**config.mk**
```make
export PLATFORM = sky130hd
export DESIGN_NAME = sts_cell
export DESIGN_NICKNAME = d
export VERILOG_FILES = /design/src/rtl/core/sts_pkg.sv /design/src/rtl/core/sts_cell.sv
export SDC_FILE = /design/constraint.sdc
export NUM_CORES = 1
export LEC_CHECK = 0
export BUFFER_PORTS_ARGS = -buffer_cell sky130_fd_sc_hd__buf_2
export CELL_PAD_IN_SITES_DETAIL_PLACEMENT = 0
export CELL_PAD_IN_SITES_GLOBAL_PLACEMENT = 1
export CORE_ASPECT_RATIO = 1.2
export CORE_MARGIN = 2
export CORE_UTILIZATION = 26
export DETAILED_ROUTE_END_ITERATION = 6
export GPL_ROUTABILITY_DRIVEN = 1
export PLACE_DENSITY = 0.89
export SLEW_MARGIN = 20
export SYNTH_ARGS = -nofsm -noshare
export SYNTH_HDL_FRONTEND = slang
export SYNTH_SLANG_ARGS = --single-unit
```
**constraint.sdc**
```tcl
create_clock -name clock -period 2.41 [get_ports clock]
set_input_delay 0.482 -clock clock [delete_from_list [all_inputs] [get_ports clock]]
set_output_delay 0.482 -clock clock [all_outputs]
set_load 0.05 [all_outputs]
```
**src/rtl/core/sts_pkg.sv**
```systemverilog
// Package for the sorted key table: opcodes, status codes, controller states
// and the structs that pass between the controller and the compare-and-shift cells.
// No dependencies.
package sts_pkg;

   localparam int OP_W     = 2;
   localparam int POS_W    = 6;
   localparam int STATUS_W = 2;

   typedef enum logic [OP_W-1:0] {
      OP_INSERT   = 2'd0,
      OP_REMOVE   = 2'd1,
      OP_CONTAINS = 2'd2,
      OP_GET      = 2'd3
   } op_type;

   typedef enum logic [STATUS_W-1:0] {
      ST_OK        = 2'd0,
      ST_NOT_FOUND = 2'd1,
      ST_FULL      = 2'd2,
      ST_RANGE     = 2'd3
   } status_type;

   typedef enum logic {
      S_IDLE   = 1'b0,
      S_UPDATE = 1'b1
   } state_type;

   // Commands broadcast to every cell.
   typedef struct packed {
      logic compare;
      logic insert;
      logic remove;
   } cell_cmd_type;

   // Flags that each cell reports back.
   typedef struct packed {
      logic lt;
      logic first;
      logic hit;
      logic sel;
   } cell_flags_type;

endpackage

```
**src/rtl/core/sts_cell.sv**
```systemverilog
// One compare-and-shift cell of the sorted key table.
// Holds one key, compares it with the incoming key and shifts toward a neighbor.
// Depends on sts_pkg.
module sts_cell #(
   parameter  int CAPACITY  = 64,
   parameter  int KEY_WIDTH = 32,
   parameter  int IDX       = 0,
   localparam int CNT_W     = $clog2(CAPACITY + 1),
   localparam int IW        = (CNT_W > sts_pkg::POS_W) ? CNT_W : sts_pkg::POS_W
) (
   input  logic                        clock,
   input  sts_pkg::cell_cmd_type       cmd,
   input  logic [KEY_WIDTH-1:0]        cmp_key,
   input  logic [KEY_WIDTH-1:0]        ins_key,
   input  logic [CNT_W-1:0]            count,
   input  logic [sts_pkg::POS_W-1:0]   position,
   input  logic [KEY_WIDTH-1:0]        left_key,
   input  logic [KEY_WIDTH-1:0]        right_key,
   input  logic                        left_lt,
   output logic [KEY_WIDTH-1:0]        key,
   output sts_pkg::cell_flags_type     flags
);

   logic [KEY_WIDTH-1:0] key_ff;
   logic [KEY_WIDTH-1:0] key_in;
   logic                 lt_ff;
   logic                 eq_ff;
   logic                 sel_ff;
   logic                 occupied;
   logic                 first;

   assign occupied = CNT_W'(IDX) < count;
   assign first    = !lt_ff && left_lt;

   always_comb begin
      key_in = key_ff;
      if (cmd.insert && !lt_ff) begin
         key_in = first ? ins_key : left_key;
      end else if (cmd.remove && !lt_ff) begin
         key_in = right_key;
      end
   end

   always_ff @(posedge clock) begin
      key_ff <= key_in;
      if (cmd.compare) begin
         lt_ff  <= occupied && (key_ff < cmp_key);
         eq_ff  <= occupied && (key_ff == cmp_key);
         sel_ff <= occupied && (IW'(IDX) == IW'(position));
      end
   end

   assign key         = key_ff;
   assign flags.lt    = lt_ff;
   assign flags.first = first;
   assign flags.hit   = first && eq_ff;
   assign flags.sel   = sel_ff;

endmodule

```
==> run metrics, run 1 <==
initial antenna violation count 0; Area Growth Syn to Fin 46.6%; Total Die Area 10800 µm²; most frequent cells in the layout buf_2, nand2_1, o21ai_0; Die Wd about 95 µm; worst clock skew 0.00245 ns; vias between 2000 and 3000; worst skew pair latency approximately 0.27 ns; Critical Path Slowest Stage Cell a221oi_1; Mapped Nets 447; Largest delay share family, worst path compound AO/OA/AOI/OAI gates; port bufs 181; status finished, final reports clean; Final Hold Vio Count 0; TNS Setup 0 ns; post-route cell area 3800 µm²; die height approximately 110 µm; YS warnings 0; Placed Area around 3600 µm²; cts hold-fix bufs 0; # H-tree levels 2; Final period util approximately four fifths; starting utilization of the core area about 27%; fillers 991; delay of the slowest cell on the worst path around 0.48 ns; CP max FO 2; CTS tree done; synthesized netlist cell count around 270; pwr dens roughly 570 nW/µm²; post-detailed-route count of antenna-violating nets 0; CTS buffer count 5; Setup CP Type register to register; first drt pass iteration count 4; Crit path top cell by count a21oi_1; root buf cell clkbuf_16; Critical Path AT 2.10 ns; Worst-Margin Slew about 0.93 ns; setup bufs post-CTS 0; Worst Setup Start Kind register; Lkg Pwr about 2 nW; number of I/O pins ~180; CP endpoint kind register; worst min path class input port to register; total clock sinks 35; WL final 7550 µm; leading cell type in the layout, fill and taps excluded buf_2; n_diodes 0; global-route wire length before repair roughly 12000 µm; vias in the first global route ~2600; clock buffer depth 2; Final Max Tran Viols 0; All-Layer GR Usage between 10 and 15%; synthesis-stage register bit count 35; crit-path cells ha_1 -> a21oi_1 -> o21ai_0 -> a221oi_1 -> o2111ai_1 -> a21oi_1; Core ar. 9610 µm²; Setup Viol. Count Final 0; worst setup margin about 0.44 ns; wire per inst about 13 µm; CP Buf/Inv Count 0; Layout Nets between 600 and 700; dpl ws ~0.21 ns; post_cts resized 0; worst path required time between 2 and 3 ns; DP HPWL about 6400 µm; max_slew headroom a little under two fifths; Peak Freq 0.508 GHz; RSZ-0062 raised after global routing no; First DRT Iteration DRCs 59; post-synthesis instance area ~2600 µm²; Max VDD drop ~0.00028 V; minimum clock period a little under 2 ns; global placement routability congestion about 0.77; fraction of layout cells with a size suffix above 1 between 40% and 50%; Syn Area/Cell slightly below 10 µm²; largest net degree at the start of global routing 34; DRC Markers 0; Vias/cell between 4 and 5; FP Rows 39; clock slew at reported path FFs about 0.060 ns; Seq/Total Area, Yosys roughly 40%; count of cell types in the netlist 29; grt ovf 0; max_cap viols 0
-- worst register-to-register path, stage by stage (launching register included) --
cell and delay (ns):
edfxtp_1 0.38, ha_1 0.30, a21oi_1 0.15, o21ai_0 0.12, a221oi_1 0.48, o2111ai_1 0.24, a21oi_1 0.16
-- final timing paths --
| kind | startpoint | to | slack (ns) | cells past startpoint |
|---|---|---|---|---|
| worst max-delay path | key[19] | lt_ff | 0.44 | 6 |
| worst min-delay path | right_key[20] | key[20] | 0.48 | 3 |
| worst max register to register | key[19] | lt_ff | 0.44 | 6 |
| worst min register to register | lt_ff | key[0] | 0.91 | 1 |
-- where the power goes --
part           internal, W  total [W]  leakage [nW]  switching, W
clock network     0.000482   0.000725        0.0812      0.000243
registers         0.000750   0.000782         0.336     0.0000322
logic             0.000243   0.000661          1.62      0.000418
-- kinds of logic (layout without fill, tap and decap cells) --
| kind of cell | count (synthesis) | after routing | share of synthesized area [%] |
|---|---|---|---|
| compound gates | 55 | 55 | 11.6 |
| mux | 32 | 32 | 12.4 |
| fa+ha+maj | 32 | 32 | 15.5 |
| simple gates | 68 | 68 | 12.6 |
| buf+inv | 47 | 226 | 7.39 |
| flops | 35 | 35 | 40.6 |
-- cell type report --
class,instances,area [µm²],share of cell area [%]
tap,123,154,4.05
multi-input combinational,187,1360,35.8
timing repair buffer,185,948,25.0
inverter,33,124,3.26
sequential,35,1050,27.7
clock buffer,5,125,3.29
clock inverter,3,38.8,1.02
-- state kept, by name (all words and copies together) (netlist names) --
name    cells
eq_ff       1
sel_ff      1
lt_ff       1
key        32
-- routing by layer --
metal	share of wire (%)	vias up	global-route usage [%]
met5	0	-	0
met4	2.4	0	5.31
met3	5.9	13	1.66
met2	55	95	27.1
met1	36	1126	14.8
li1	-	1311	-
-- cells in the mapped netlist (all sizes together) --
cell type	count	area share, %
or4	2	0.72
and3	1	0.24
nor3	1	0.19
edfxtp	35	41
nand4	3	0.72
clkbuf	8	1.2
nand3	3	0.58
a211o	1	0.34
a21o	2	0.58
inv	33	4.8
nor2b	2	0.48
a21oi	12	2.3
and2	2	0.48
nor2	6	0.87
buf	6	1.4
o21ai	36	7.0
and4	2	0.68
a221o	2	0.77
mux2i	32	12
o2111ai	1	0.34
nand2	42	6.1
a221oi	1	0.34
nor4	3	1.3
nand2b	1	0.24
ha	32	15
-- per-stage QoR --
stage / hold WS, ns / cells / total power, W / utilization [%]
finish: 0.483 / 571 / 0.00217 / 39.5
floorplan: 0.594 / 269 / 0.00122 / -
global placement: 0.760 / 563 / 0.00145 / 37.8
detailed placement: 0.764 / 563 / 0.00147 / 37.8
CTS: 0.477 / 571 / 0.00220 / 39.5
global route: 0.478 / 571 / 0.00229 / 39.5
Note: power is estimated with default switching activity, not from simulation.
==> run 2: changes to the inputs <==
- CORE_UTILIZATION: 26 -> 29
- PLACE_DENSITY: 0.89 -> 0.93
- clock period: 2.41 -> 2.04 ns (I/O delays scaled with it)
==> run 2 against run 1 <==
Compared with the run above: clock skew is 0.0042 ns higher; via count is 1.7% lower; combinational power is 18% higher; hold slack worse by 0.11 ns; first-iteration DRC count is 10% higher; sequential power is 18% higher; clock power is 14% lower; largest cell class unchanged; largest power group unchanged; highest routed layer unchanged.
==> run metrics, run 2 (synthesized netlist as in run 1, its figures left out) <==
status finished, final reports clean; WL final roughly 7600 µm; minimum clock period 1.86 ns; Die Wd roughly 90 µm; DP HPWL ~6500 µm; Max VDD drop ~0.00029 V; number of I/O pins 182; number of flip-flops under the largest register name 32; largest net degree at the start of global routing 35; Final period util slightly above 90%; CTS tree done; fillers just under 900; All-Layer GR Usage around 16%; Layout Nets around 630; final hold slack approximately 0.38 ns; max_cap viols 0; DRC Markers 0; starting utilization of the core area between 30% and 40%; TNS Setup 0 ns; grt ovf 0; FP Rows 37; vias in the first global route around 2700; Setup CP Type register to register; Final Power roughly 0.0023 W; global-route wire length before repair 11900 µm; Worst-Margin Slew 0.439 ns; wire per inst about 13 µm; CP max FO 2; Area Growth Syn to Fin 44.0%; worst skew pair latency ~0.29 ns; post_cts resized 0; root buf cell clkbuf_8; leading cell type in the layout, fill and taps excluded buf_2; Setup Viol. Count Final 0; cts hold-fix bufs 0; total clock sinks 35; Final Hold Vio Count 0; port bufs 181; Core ar. 8610 µm²; First DRT Iteration DRCs 65; first drt pass iteration count 3; vias 2502; Lkg Pwr ~2 nW; initial antenna violation count 0; CP endpoint kind register; Total Die Area 9710 µm²; die height roughly 110 µm; pwr dens about 620 nW/µm²; n_diodes 0; post-detailed-route count of antenna-violating nets 0; RSZ-0062 raised after global routing no; Vias/cell between 4 and 5; worst clock skew between 0.006 and 0.007 ns; area occupied by multi-input gates between 1000 and 1500 µm²; register area about 1100 µm²; clock slew at reported path FFs 0.08 ns; global placement routability congestion approximately 0.8; dpl ws roughly 0.015 ns; Critical Path AT ~2.0 ns; max_slew headroom 70.7%; setup bufs post-CTS 0; worst min path class input port to register; most frequent cells in the layout buf_2, nand2_1, o21ai_0; fraction of layout cells with a size suffix above 1 about 44%; # H-tree levels 2; clock buffer depth 2; Worst Setup Start Kind register; Peak Freq 0.538 GHz; worst path required time 2.18 ns; Final Max Tran Viols 0; CTS buffer count 5; worst setup margin about 0.18 ns
-- run 2: cell types whose count changed in the layout (fill, tap and decap cells not counted) --
cell | before | now
buf_4 | 3 | 5
clkbuf_16 | 5 | 0
clkbuf_8 | 0 | 5
buf_12 | 1 | 0
-- run 2: power breakdown --
group          leakage (nW)  switching [W]  total (W)  internal, W
sequential            0.336      0.0000376   0.000921     0.000884
clock                0.0556       0.000267   0.000625     0.000358
combinational          1.62       0.000497   0.000782     0.000285
total                  2.01       0.000801    0.00233      0.00153
-- run 2: cell type report --
class	instances	area share [%]
flip-flops and latches	35	28.2
clock buffers	5	1.84
repair buffers	186	25.3
multi-input cells	187	36.4
clock inverters	3	1.04
well taps	117	3.92
inverters	33	3.32
-- run 2: worst max-delay path, cell delays in order, from the launching register on --
cell and delay [ns]:
edfxtp_1 0.39, ha_1 0.30, a21oi_1 0.15, o21ai_0 0.11
a221oi_1 0.40, o2111ai_1 0.21, a21oi_1 0.15
-- run 2: per-layer routing --
| metal | track usage, % | up-vias | part of all wire, % |
|---|---|---|---|
| met5 | 0 | - | 0 |
| met4 | 5.82 | 0 | 1.2 |
| met3 | 2.80 | 6 | 4.3 |
| met2 | 30.9 | 74 | 57 |
| met1 | 15.9 | 1112 | 37 |
| li1 | - | 1310 | - |
-- run 2: per-stage QoR --
stage	instances	utilization [%]	instance area [µm²]
6_report	566	43.3	3730
5_1_grt	566	43.3	3730
4_1_cts	566	43.3	3730
3_5_place_dp	558	42.1	3620
3_3_place_gp	558	42.1	3620
2_1_floorplan	269	-	2590
-- run 2: final timing paths --
kind	startpoint	endpoint	slack, ns	depth (start not counted)
min	cmd[2]	sel_ff	0.38	1
min reg2reg	key[30]	lt_ff	0.92	4
max	key[19]	lt_ff	0.18	6
max reg2reg	key[19]	lt_ff	0.18	6
==> run 3: changes to the inputs <==
- ABC_AREA: not set -> 1
- SLEW_MARGIN: 20 -> not set
==> run 3 against run 2 <==
Compared with the run above: sequential share of layout area fell by 1.6 points; sequential cell count did not move; utilization fell by 1.3 points; largest cell class unchanged; largest power group unchanged.
==> run metrics, run 3 <==
CTS tree done; Final Hold Vio Count 0; register share of total power roughly a third; largest net degree at the start of global routing 33; RR Startpoint lt_ff; setup bufs post-CTS 0; number of I/O pins around 180; Async S/R FF share, synth 0%; WL final about 8600 µm; Area Growth Syn to Fin 42.9%; Synth area leaders edfxtp_1, ha_1, o21ai_1, nor2_1, o21ai_0; Layout Nets around 690; RSZ-0062 raised after global routing no; Lkg Pwr around 2 nW; WL met2 about 4500 µm; cell-internal power between 0.0015 and 0.002 W; # H-tree levels 2; number of flip-flops under the largest register name 32; Die Wd around 93 µm; Peak Freq roughly 0.53 GHz; Setup Viol. Count Final 0; YS warnings 0; Synth Flop Type edfxtp_1; TNS Setup 0 ns; Placed Area between 3000 and 4000 µm²; FP Rows 39; starting utilization of the core area between 20% and 30%; Total Die Area 10400 µm²; worst clock skew a little over 0.007 ns; Setup CP Type register to primary output; leading area contributor after synthesis edfxtp_1; synthesis-stage register bit count 35; EDFF count, synth 35; CP max FO 11; Vias/cell 4.63; max_slew headroom about two thirds; global placement routability congestion 0.853; Reg2Reg Depth 4; Worst-Margin Slew approximately 0.5 ns; Critical Path AT 1.48 ns; crit path launch lt_ff; worst min path class input port to register; worst path required time around 1.6 ns; Mapped Nets just over 500; WL met1 between 3000 and 4000 µm; count of cell types in the netlist 25; max layer used met4; met3 routed WL approximately 500 µm; Max VDD drop ~0.00033 V; Final period util about 90%; initial antenna violation count 0; Switch Pwr around 0.0009 W; Switching Fraction 34.1%; Final Power about 0.0027 W; post_cts resized 0; post-route cell area around 4000 µm²; Syn Area/Cell between 8 and 9 µm²; crit path to flags[2]; max_cap viols 0; clock buffer depth 2; status finished, final reports clean; First DRT Iteration DRCs 92; leading cell type in the layout, fill and taps excluded buf_2; r2r setup slk ~0.42 ns; commonest cells in the netlist o21ai_1, nor2_1, inv_1; Comb power frac 33.1%; port bufs roughly 180; fraction of layout cells with a size suffix above 1 roughly 40%; worst skew pair latency 0.28 ns; final hold slack approximately 0.38 ns; CTS buffer count 5; clock slew at reported path FFs about 0.060 ns; CP endpoint kind primary output; top-count cell post-synth o21ai_1; Seq/Total Area, Yosys between 30% and 40%; minimum clock period roughly 1.9 ns; wire per inst 13.5 µm; pwr dens approximately 680 nW/µm²; grt ovf 0; Core ar. 9420 µm²; first drt pass iteration count 4; Final Max Tran Viols 0; vias between 2000 and 3000; All-Layer GR Usage between 10% and 20%; cts hold-fix bufs 0; clock group share of total power between 30% and 40%; Yosys top cell area share 37.9%; DP HPWL around 6900 µm; total clock sinks 35; Worst Setup Start Kind register; die height between 100 and 150 µm; global-route wire length before repair 13700 µm; n_diodes 0; fillers 945; FF-to-FF End key[28]; post-detailed-route count of antenna-violating nets 0; vias in the first global route 3020; root buf cell clkbuf_16; DRC Markers 0; post-synthesis instance area ~2800 µm²; most frequent cells in the layout buf_2, o21ai_1, nor2_1; synthesized netlist cell count 340
run 3: changes by cell type in the layout (fill, tap and decap cells not counted), moves of 3 or more:
| cell | before | now |
|---|---|---|
| buf_12 | 0 | 3 |
| clkbuf_16 | 0 | 5 |
| clkbuf_8 | 5 | 0 |
| inv_1 | 33 | 42 |
| mux2i_1 | 32 | 0 |
| nand2_1 | 42 | 34 |
| nor2_1 | 5 | 44 |
| o21ai_0 | 36 | 33 |
| o21ai_1 | 0 | 65 |
run 3: stage by stage:
| step | setup slack [ns] | instances | util (%) |
|---|---|---|---|
| floorplan | 0.0618 | 340 | - |
| global placement | 0.320 | 632 | 40.2 |
| detailed placement | 0.305 | 632 | 40.2 |
| CTS | 0.145 | 640 | 42.0 |
| global route | 0.0979 | 640 | 42.0 |
| finish | 0.156 | 640 | 42.0 |
run 3: area by class of cell:
type                       count  area (µm²)  area share (%)
sequential                    35        1050            26.5
clock buffer                   5         125            3.16
clock inverter                 3        43.8            1.11
tap                          123         154            3.89
timing repair buffer         188         996            25.2
multi-input combinational    242        1420            36.0
inverter                      44         165            4.17
run 3: logic make-up after synthesis:
family | count (synthesis) | synth area share (%)
simple gates | 97 | 15.9
compound gates | 113 | 20.6
fa+ha+maj | 32 | 14.5
flops | 35 | 37.9
buf+inv | 63 | 11.1
run 3: power groups by stage:
stage	logic, W	registers (W)	clock network, W
6_report	0.000891	0.000931	0.000872
5_1_grt	0.000990	0.000940	0.000928
4_1_cts	0.000901	0.000932	0.000900
3_5_place_dp	0.000898	0.000947	0
3_3_place_gp	0.000881	0.000942	0
2_1_floorplan	0.000393	0.00115	0
run 3: worst max-delay path, cell delays in order (launching register included):
cell      delay, ns
edfxtp_1       0.60
nor2_8         0.29
buf_2          0.30
run 3: metal layers:
metal  vias up  GRT usage (%)
met5         -              0
met4         0           6.27
met3        10           2.52
met2       109           29.7
met1      1332           19.6
li1       1514              -
run 3: worst min path at each step:
stage	start	endpoint	slack, ns	cells after the start
6_report	cmd[2]	sel_ff	0.38	1
5_1_grt	cmd[2]	sel_ff	0.37	1
4_1_cts	cmd[2]	sel_ff	0.38	1
3_5_place_dp	cmd[2]	sel_ff	0.67	1
3_3_place_gp	cmd[2]	sel_ff	0.66	1
2_1_floorplan	cmd[2]	eq_ff	0.52	0
